===== config.mk =====
export PLATFORM = sky130hd
export DESIGN_NAME = trc_queue
export DESIGN_NICKNAME = d
export VERILOG_FILES = /design/src/rtl/trc_pkg.sv /design/src/rtl/trc_queue.sv
export SDC_FILE = /design/constraint.sdc
export NUM_CORES = 1
export LEC_CHECK = 0
export BUFFER_PORTS_ARGS = -buffer_cell sky130_fd_sc_hd__buf_2
export CAP_MARGIN = 10
export CORE_MARGIN = 2
export CORE_UTILIZATION = 57
export DETAILED_ROUTE_END_ITERATION = 10
export GPL_ROUTABILITY_DRIVEN = 1
export HOLD_SLACK_MARGIN = 0.12
export PLACE_DENSITY = 0.83
export SETUP_SLACK_MARGIN = 0.05
export SLEW_MARGIN = 20
export SYNTH_ARGS = -nofsm -noshare
export SYNTH_HDL_FRONTEND = slang
export SYNTH_SLANG_ARGS = --single-unit

===== constraint.sdc =====
create_clock -name clk -period 3.07 [get_ports clk]
set_input_delay 0.1535 -clock clk [delete_from_list [all_inputs] [get_ports clk]]
set_output_delay 0.1535 -clock clk [all_outputs]
set_load 0.05 [all_outputs]

===== src/rtl/trc_pkg.sv =====
// Shared types and constants for the triggered ring capture block.
// Used by every module of the block except the generic RAM and the remainder unit.
package trc_pkg;

  // Default ring buffer depth
  localparam int DEPTH_DEF = 1024;

  // Field widths
  localparam int SAMPLE_W = 32;
  localparam int RIDX_W   = 10;
  localparam int PTR_W    = 10;
  localparam int MODE_W   = 3;
  localparam int PRE_W    = 11;
  localparam int DEC_W    = 16;
  localparam int CNT_W    = 11;
  localparam int CFG_W    = 16;
  localparam int CFG_IW   = 2;

  // Stream payload widths, padded to whole bytes
  localparam int IN_TDATA_W  = 48;
  localparam int OUT_TDATA_W = 56;

  // Result queue depth
  localparam int QDEPTH = 4;

  // Register indexes
  localparam logic [CFG_IW-1:0] REG_MODE  = 2'd0;
  localparam logic [CFG_IW-1:0] REG_PRE   = 2'd1;
  localparam logic [CFG_IW-1:0] REG_DECIM = 2'd2;
  localparam logic [CFG_IW-1:0] REG_COUNT = 2'd3;

  // Trigger modes
  localparam logic [MODE_W-1:0] MODE_NONE = 3'd0;
  localparam logic [MODE_W-1:0] MODE_RISE = 3'd1;
  localparam logic [MODE_W-1:0] MODE_FALL = 3'd2;
  localparam logic [MODE_W-1:0] MODE_HIGH = 3'd3;
  localparam logic [MODE_W-1:0] MODE_LOW  = 3'd4;
  localparam logic [MODE_W-1:0] MODE_RST  = 3'd7;

  // Remainder pass sequencer
  typedef enum logic [1:0] {
    NORM_IDLE,
    NORM_PRE,
    NORM_WP,
    NORM_TP
  } norm_state_t;

  // One result item
  typedef struct packed {
    logic                running;
    logic                triggered;
    logic                all_valid;
    logic [PTR_W-1:0]    write_index;
    logic [PTR_W-1:0]    trigger_index;
    logic                stored;
    logic                finished;
    logic [SAMPLE_W-1:0] read_data;
  } res_t;

  // Front to queue transfer
  typedef struct packed {
    logic valid;
    res_t res;
  } q_push_t;

endpackage


===== src/rtl/trc_queue.sv =====
// Back part: short result queue that drives the master-side stream.
// Depends on trc_pkg.
module trc_queue (
  input  logic                              clk,
  input  logic                              rst,
  input  trc_pkg::q_push_t                  push,
  output logic [$clog2(trc_pkg::QDEPTH):0]  level,
  output logic                              m_tvalid,
  input  logic                              m_tready,
  output trc_pkg::res_t                     head
);
  import trc_pkg::*;

  localparam int QAW = $clog2(QDEPTH);

  res_t           entries [QDEPTH];
  logic [QAW-1:0] wr, rd;
  logic [QAW:0]   count;
  logic           pop;

  assign pop      = m_tvalid && m_tready;
  assign m_tvalid = (count != '0);
  assign head     = entries[rd];
  assign level    = count;

  // Pointers and fill level
  always_ff @(posedge clk) begin
    if (rst) begin
      wr    <= '0;
      rd    <= '0;
      count <= '0;
    end else begin
      if (push.valid) wr <= (wr == QAW'(QDEPTH - 1)) ? '0 : wr + 1'b1;
      if (pop)        rd <= (rd == QAW'(QDEPTH - 1)) ? '0 : rd + 1'b1;
      count <= count + (QAW + 1)'(push.valid) - (QAW + 1)'(pop);
    end
  end

  // Entry storage
  always_ff @(posedge clk) begin
    if (push.valid) begin
      entries[wr] <= push.res;
    end
  end

  // Checks
  a_no_overflow : assert property (@(posedge clk) disable iff (rst)
    push.valid |-> (count < (QAW + 1)'(QDEPTH) || pop))
    else $error("result queue overflow");

  a_level_track : assert property (@(posedge clk) disable iff (rst)
    ##1 !$past(rst) |-> count == $past(count) + (QAW + 1)'($past(push.valid))
                                - (QAW + 1)'($past(pop)))
    else $error("queue level does not follow transactions");

  a_empty_ptrs : assert property (@(posedge clk) disable iff (rst)
    count == '0 |-> rd == wr)
    else $error("empty queue with pointers apart");

endmodule


== Word level (Yosys, flattened, before mapping) ==
Memory sizes are Yosys's and may differ from the RTL's. A register that Yosys moved wholly into a read port is not among the register bits.
Cells that the tools add are included.

* Bits in registers: 7
* Memories kept: 1
* Memory bits (writable): 228

{| class="wikitable"
|+ Memories
! name !! depth !! width !! read ports !! clocked after memory_dff !! wr ports !! line !! source
|-
| entries || 4 || 57 || 1 || 1 || 1 || trc_queue.sv:16 || <nowiki>res_t entries [QDEPTH];</nowiki>
|}

* Reductions and logical operators: 2
* Multiplexer cells: 6
* Eq/ne operators: 2
* $add $sub $neg: 4

{| class="wikitable"
|+ Operators with widths
! cell !! count
|-
| $mux 2 || 4
|-
| $add 2x1->2 const B || 2
|-
| $eq 2x2->1 const B || 2
|-
| $add 3x1->3 || 1
|-
| $reduce_bool 3->1 || 1
|-
| $sub 3x1->3 || 1
|-
| $mux 1 || 2
|-
| $logic_and 1x1->1 || 1
|}

== Depth between registers and ports, before layout ==
Gate-level depths: netlist of run 1.

* Depth in word-level cells: 4
* Gate-level depth with buffers: 8

== Worst setup path after synthesis of run 1 ==
OpenSTA, ideal clock, no wires.

* Path type: register -> register
* From: register wr[0]
* To: memory entries[2][0] in the netlist's numbering (enable)
* Arrival: 1.887 ns
* Path buffers: 0
* Clock period less this slack: 2.308 ns
* Setup time: 0.421 ns
* Path slack: 0.762 ns
* Cell stages (with the launch flop): 4
* Cells stage by stage: dfxtp_1 inv_1 ha_1 and2_1

{| class="wikitable"
|+ RTL lines
! element !! line !! source
|-
| start: declaration || trc_queue.sv:17 || <nowiki>logic [QAW-1:0] wr, rd;</nowiki>
|-
| start signal: assignment || trc_queue.sv:33 || <nowiki>if (push.valid) wr <= (wr == QAW'(QDEPTH - 1)) ? '0 : wr + 1'b1;</nowiki>
|-
| end: declaration || trc_queue.sv:16 ||
|}

No word-level cell before the write port.

==> results of run 1 <==
==> power by group through the flow <==
| stage | Clock [mW] | Sequential [mW] | Combinational, mW |
|---|---|---|---|
| final | 2.62 | 3.87 | 2.23 |
| after global placement | 0 | 3.93 | 2.14 |
| after global routing | 2.80 | 3.90 | 2.34 |
| after CTS | 2.67 | 3.88 | 2.24 |
| after floorplan | 0 | 3.87 | 1.78 |
| after detailed placement | 0 | 3.95 | 2.17 |
==> cell usage after synthesis (all sizes together) <==
| master | instances | area, um2 |
|---|---|---|
| a21oi | 1 | 5.00 |
| and2 | 4 | 25.0 |
| buf | 10 | 80.1 |
| clkbuf | 3 | 11.3 |
| dfxtp | 9 | 180 |
| edfxtp | 228 | 6850 |
| fa | 1 | 20.0 |
| ha | 7 | 87.6 |
| inv | 5 | 18.8 |
| mux2 | 1 | 11.3 |
| mux2i | 2 | 20.0 |
| mux4 | 57 | 1280 |
| nand2b | 3 | 18.8 |
| nor2 | 3 | 11.3 |
| nor2b | 2 | 12.5 |
| nor3 | 1 | 5.00 |
| o31a | 1 | 8.76 |
| or3 | 1 | 6.26 |
| or3b | 1 | 8.76 |
| xnor3 | 1 | 22.5 |
==> critical path, stage by stage, from the launching register on <==
cell	delay [ns]
dfxtp_4	0.77
buf_12	0.29
mux4_2	0.56
buf_2	0.24
==> kinds of logic after synthesis <==
logic type               share of synthesized area, %
flip-flops                                       80.9
multiplexers                                     15.1
buffers and inverters                            1.27
AND/OR/NAND/NOR                                  1.01
adder cells (fa/ha/maj)                          1.24
AO/OA/AOI/OAI                                   0.158
XOR/XNOR                                        0.259
==> path summary, 6_finish.rpt <==
check	start	slack, ns	end	cells after the start
max	register	0.55	head[50]	3
min reg2reg	rd[1]$_SDFFE_PP0N_	0.51	register	2
max reg2reg	level[1]$_SDFF_PP0_	0.99	level[2]$_SDFF_PP0_	8
min	push[13]	0.40	entries[3][13]$_DFFE_PP_	2
==> sequential cells by signal, indices dropped and copies added (netlist names), named ones only <==
signal and cells:
entries 228, level 3, rd 2, wr 2
==> repair_timing <==
| action | 4_1_cts | 5_1_grt |
|---|---|---|
| hold endpoints to repair | 237 | 0 |
| setup buffers | 0 | 0 |
| hold buffers | 61 | 0 |
==> layout make-up <==
class	instances	area share (%)
multi-input combinational	86	14.4
clock inverter	7	0.278
clock buffer	35	6.31
inverter	5	0.173
timing repair buffer	185	11.7
tap	188	2.17
sequential	237	65.0
==> routing by layer <==
metal / wire [um] / share of wire (%)
met5: 0 / 0
met2: 8110 / 52
met3: 882 / 5.7
met4: 241 / 1.5
met1: 6350 / 41
==> through the flow <==
stage	util, %	power (mW)	hold WS [ns]	std cells	cell area (um2)
6_report	72.0	8.72	0.402	743	10800
5_1_grt	72.0	9.04	0.396	743	10800
4_1_cts	72.0	8.79	0.382	743	10800
3_5_place_dp	63.2	6.11	0.369	640	9500
3_3_place_gp	63.2	6.07	0.362	640	9500
2_1_floorplan	-	5.66	0.252	341	8680
==> results.sh, run 1 <==
export IMPL_powerDensity_nw_per_um2=806
export IMPL_p_sw_share_pct=31.0
export IMPL_finalHoldViolations=0
export IMPL_drt_first_iter_violations=202
export IMPL_peakVddDrop_uv=751
export IMPL_min_path_type="in -> reg"
export IMPL_grt_pass1_vias=4575
export IMPL_initial_core_util_pct=57.8
export IMPL_use_met3_pct=4.48
export IMPL_dieArea_um2=16200
export IMPL_wl_per_cell_um=21.0
export IMPL_regArea_um2=7030
export IMPL_core_um2=15000
export IMPL_grt_pass1_wl_um=24100
export IMPL_period_minus_slack_ns=2.52
export IMPL_worst_slew_pin_slew_ns=0.892
export IMPL_vias_per_cell=5.54
export IMPL_synth_area_per_cell_um2=25.5
export IMPL_setup_viol=0
export IMPL_p_seq_share_pct=44.4
export IMPL_antenna_found_initial=0
export IMPL_final_common_cell="edfxtp_1"
export IMPL_critPathMaxFanout=30
export IMPL_cts_root_buffer="clkbuf_16"
export IMPL_ant_nets=0
export IMPL_n_antenna_cell=0
export IMPL_max_freq_ghz=0.396
export IMPL_busiest_layer="met2"
export IMPL_port_buffers=121
export IMPL_syn_inst=341
export IMPL_comb_power_share_pct=25.6
export IMPL_total_leakage_power_nw=3.73
export IMPL_drc=0
export IMPL_crit_path_end_kind="output port"
export IMPL_cts_tree="built"
export IMPL_gp_congestion=0.673
export IMPL_critPathKind="reg -> out"
export IMPL_drv_cap=0
export IMPL_ys_seq_area_share_pct=80.9
export IMPL_final_fill_count=861
export IMPL_dp_hpwl_um=8400
export IMPL_syn2layout_area_growth_pct=24.6
export IMPL_cts_htree_levels=1
export IMPL_drive_gt1_share_pct=39.5
export IMPL_post_cts_resize_count=0
export IMPL_p_int_mw=6.02
export IMPL_wirelength_um=15600
export IMPL_met1_usage_pct=26.0
export IMPL_clock_sinks=237
export IMPL_ys_warn_count=0
export IMPL_met2_usage_pct=33.9
export IMPL_clk_insertion_delay_late_ns=0.50
export IMPL_min_period_over_period_pct=82.2
export IMPL_synth_nets=410
export IMPL_required_ns=2.92
export IMPL_critPathArrivalTime_ns=2.37
export IMPL_grt_overflow_total=0
export IMPL_outcome="finished clean"
export IMPL_layout_setup_ws_ns=0.546
export IMPL_finalSetupTns_ns=0
export IMPL_netlist_area_um2=8680
export IMPL_vias=4116
export IMPL_clock_path_buffers=3
export IMPL_std_cell_rows=45
export IMPL_p_sw_mw=2.70
export IMPL_firstDrtPassIters=6
export IMPL_multi_input_area_um2=1560
export IMPL_grtUsageTotal_pct=19.6
export IMPL_worst_clock_skew_ns=0.00706
export IMPL_ys_ff_latch=237
export IMPL_grt_max_degree=58
export IMPL_clkPwrFrac_pct=30.0
export IMPL_fin_nets=608
export IMPL_slew_violations=0
export IMPL_boundaryPins=122
export IMPL_clkTransAtPathRegs_ns=0.06
export IMPL_slew_headroom_pct=40.5
export IMPL_rsz0062_at_grt="no"
export IMPL_cts_buffers_inserted=24
export IMPL_critPathLaunchType="register"
export IMPL_synth_cell_types=22
export IMPL_dpl_worst_slack_ns=1.00
export IMPL_die_h_um=127
export IMPL_final_cell_mix="edfxtp_1 (228), buf_2 (121), dlygate4sd3_1 (61), mux4_2 (57), clkbuf_16 (25)"
export IMPL_die_w_um=127
Note: power is estimated with default switching activity, not from simulation.
==> inputs of run 2 (changes only) <==
--- a/config.mk
+++ b/config.mk
@@ -5,6 +5,7 @@
 export SDC_FILE = /design/constraint.sdc
 export NUM_CORES = 1
 export LEC_CHECK = 0
+export ABC_AREA = 1
 export BUFFER_PORTS_ARGS = -buffer_cell sky130_fd_sc_hd__buf_2
 export CAP_MARGIN = 10
 export CORE_MARGIN = 2
==> constraint.sdc (replaced) <==
create_clock -name clk -period 2.5 [get_ports clk]
set_input_delay 0.125 -clock clk [delete_from_list [all_inputs] [get_ports clk]]
set_output_delay 0.125 -clock clk [all_outputs]
set_load 0.05 [all_outputs]
==> run 2 against run 1 <==
Synthesized area rose by 2.7%. Largest cell class unchanged. Power is 41% higher. Non-clock buffer count is 9 higher. Critical path type unchanged. Largest power group unchanged. Sequential power grew 21%. Cell area rose by 2.1%. Die area is 2.6% higher. Register-to-register slack worse by 0.46 ns. Synthesized cell count rose by 79%. Clock skew grew 0.0025 ns. Core utilization grew 0.41 points.
==> results.sh, run 2 <==
export IMPL_clkTransAtPathRegs_ns=0.06
export IMPL_wl_per_cell_um=18.7
export IMPL_syn_inst=612
export IMPL_min_path_type="in -> reg"
export IMPL_cts_htree_levels=1
export IMPL_regArea_um2=7030
export IMPL_crit_path_end_kind="output port"
export IMPL_grtUsageTotal_pct=22.7
export IMPL_r2r_start="level[1]$_SDFF_PP0_"
export IMPL_hold_start="push[19]"
export IMPL_period_minus_slack_ns=2.34
export IMPL_drv_cap=0
export IMPL_async_flop_share_pct=0
export IMPL_n_antenna_cell=0
export IMPL_worst_slew_pin_slew_ns=0.547
export IMPL_cts_buffers_inserted=23
export IMPL_ys_seq_area_share_pct=78.8
export IMPL_netlist_area_um2=8910
export IMPL_total_leakage_power_nw=3.97
export IMPL_synth_ff_type="edfxtp_1"
export IMPL_boundaryPins=122
export IMPL_final_fill_count=931
export IMPL_min_period_over_period_pct=93.4
export IMPL_top_register="entries"
export IMPL_critPathKind="reg -> out"
export IMPL_r2r_slack_ns=0.53
export IMPL_worst_clock_skew_ns=0.00951
export IMPL_synth_top_area_cell="edfxtp_1"
export IMPL_ant_nets=0
export IMPL_synth_area_per_cell_um2=14.6
export IMPL_grt_pass1_wl_um=29300
export IMPL_cts_setup_buffers=0
export IMPL_ys_ff_latch=237
export IMPL_final_cell_mix="edfxtp_1 (228), nor2_1 (122), buf_2 (121), o21ai_0 (106), dlygate4sd3_1 (61)"
export IMPL_clk_insertion_delay_late_ns=0.49
export IMPL_syn2layout_area_growth_pct=23.9
export IMPL_std_cell_rows=45
export IMPL_synth_most_common_cell="edfxtp_1"
export IMPL_powerDensity_nw_per_um2=1110
export IMPL_ys_top_cells_by_area="edfxtp_1 (77%), o21ai_0 (6.0%), nor2_1 (5.1%), o22ai_1 (4.0%), dfxtp_1 (2.0%)"
export IMPL_die_h_um=129
export IMPL_cts_tree="built"
export IMPL_core_um2=15300
export IMPL_setup_viol=0
export IMPL_wirelength_um=19000
export IMPL_stdcell_area_um2=11000
export IMPL_yosysTopAreaCellShare_pct=76.8
export IMPL_die_w_um=129
export IMPL_slew_headroom_pct=63.5
export IMPL_fin_nets=863
export IMPL_vias_per_cell=5.61
export IMPL_gp_congestion=0.771
export IMPL_min_path_cells=2
export IMPL_peakVddDrop_uv=819
export IMPL_outcome="finished clean"
export IMPL_dp_hpwl_um=10300
export IMPL_dieArea_um2=16700
export IMPL_grt_max_degree=115
export IMPL_final_common_cell="edfxtp_1"
export IMPL_synth_nets=681
export IMPL_ys_warn_count=0
export IMPL_initial_core_util_pct=58.4
export IMPL_required_ns=2.38
export IMPL_clock_path_buffers=3
export IMPL_synth_cell_types=22
export IMPL_critPathMaxFanout=62
export IMPL_synth_edf_count=228
export IMPL_rsz0062_at_grt="no"
export IMPL_finalSetupTns_ns=0
export IMPL_drc=0
export IMPL_antenna_found_initial=0
export IMPL_port_buffers=121
export IMPL_drive_gt1_share_pct=21.3
export IMPL_vias=5709
export IMPL_cts_root_buffer="clkbuf_16"
export IMPL_multi_input_area_um2=1590
export IMPL_place_area_um2=9730
export IMPL_drt_first_iter_violations=609
export IMPL_grt_overflow_total=0
export IMPL_largest_reg_flops=228
export IMPL_max_freq_ghz=0.428
export IMPL_critPathLaunchType="register"
export IMPL_finalHoldViolations=0
export IMPL_clock_sinks=237
export IMPL_slew_violations=0
export IMPL_critPathArrivalTime_ns=2.21
export IMPL_ff2ff_path_depth=9
export IMPL_grt_pass1_vias=5924
export IMPL_synthTopCellsByCount="edfxtp_1 (228), nor2_1 (122), o21ai_0 (106), o22ai_1 (57), inv_1 (15)"
export IMPL_firstDrtPassIters=5
==> run 2: cell count changes after synthesis, moves of 8 or more <==
cell and delta:
o22ai_1 +57, inv_1 +10, nor2_1 +119, o21ai_0 +106
clkbuf_1 +10, mux4_2 -57, o21ai_1 +8, nand2_1 +10
==> run 2: stage by stage <==
| stage | total power [mW] | setup WS [ns] | instances | util (%) | hold WS [ns] |
|---|---|---|---|---|---|
| after floorplan | 8.01 | 0.379 | 612 | - | 0.192 |
| after global placement | 8.89 | 0.742 | 919 | 63.8 | 0.334 |
| after detailed placement | 9.01 | 0.566 | 919 | 63.8 | 0.341 |
| after CTS | 12.3 | 0.218 | 1018 | 72.4 | 0.374 |
| after global routing | 12.8 | 0.0603 | 1018 | 72.4 | 0.385 |
| final | 12.3 | 0.164 | 1018 | 72.4 | 0.379 |
==> run 2: layout make-up <==
cell class | instances | share of cell area (%)
flip-flops and latches | 237 | 63.7
multi-input cells | 321 | 14.4
repair buffers | 194 | 12.6
inverters | 17 | 0.589
well taps | 211 | 2.39
clock inverters | 10 | 0.974
clock buffers | 28 | 5.38
==> run 2: layer usage <==
| metal | vias to the layer above | global-route usage [%] | wire (um) |
|---|---|---|---|
| met1 | 2784 | 28.4 | 7610 |
| met4 | 0 | 6.71 | 326 |
| met5 | - | 0 | 0 |
| met3 | 38 | 5.33 | 1520 |
| li1 | 2645 | - | - |
| met2 | 242 | 39.9 | 9550 |
==> run 2: power by group <==
part / total (mW) / leakage [nW] / internal [mW] / switching (mW)
combinational: 4.35 / 1.47 / 0.995 / 3.36
sequential: 4.67 / 2.17 / 4.59 / 0.0769
clock: 3.24 / 0.329 / 1.89 / 1.35
total: 12.3 / 3.97 / 7.48 / 4.78
==> run 2: timing repair <==
item                                   4_1_cts  5_1_grt
hold buffers                                61        0
endpoints found under the hold margin      237        0
gates resized for setup                      0        0
==> run 2: worst paths after layout <==
kind | to
setup / recovery | head[27]
hold / removal | entries[0][19]$_DFFE_PP_
setup reg to reg | level[2]$_SDFF_PP0_
hold reg to reg | register
==> run 2: logic make-up after synthesis <==
group / Yosys count / share of synthesized area [%]
XOR/XNOR: 1 / 0.0983
flip-flops: 237 / 78.8
AND/OR/NAND/NOR: 136 / 5.78
AO/OA/AOI/OAI: 176 / 10.7
buffers and inverters: 54 / 3.38
adder cells (fa/ha/maj): 8 / 1.21
==> run 2: worst max-delay path, cell delays in order (launching register included) <==
cell	delay, ns
dfxtp_4	0.36
clkinv_2	0.36
buf_12	0.35
o21ai_0	0.28
o22ai_1	0.10
buf_2	0.22
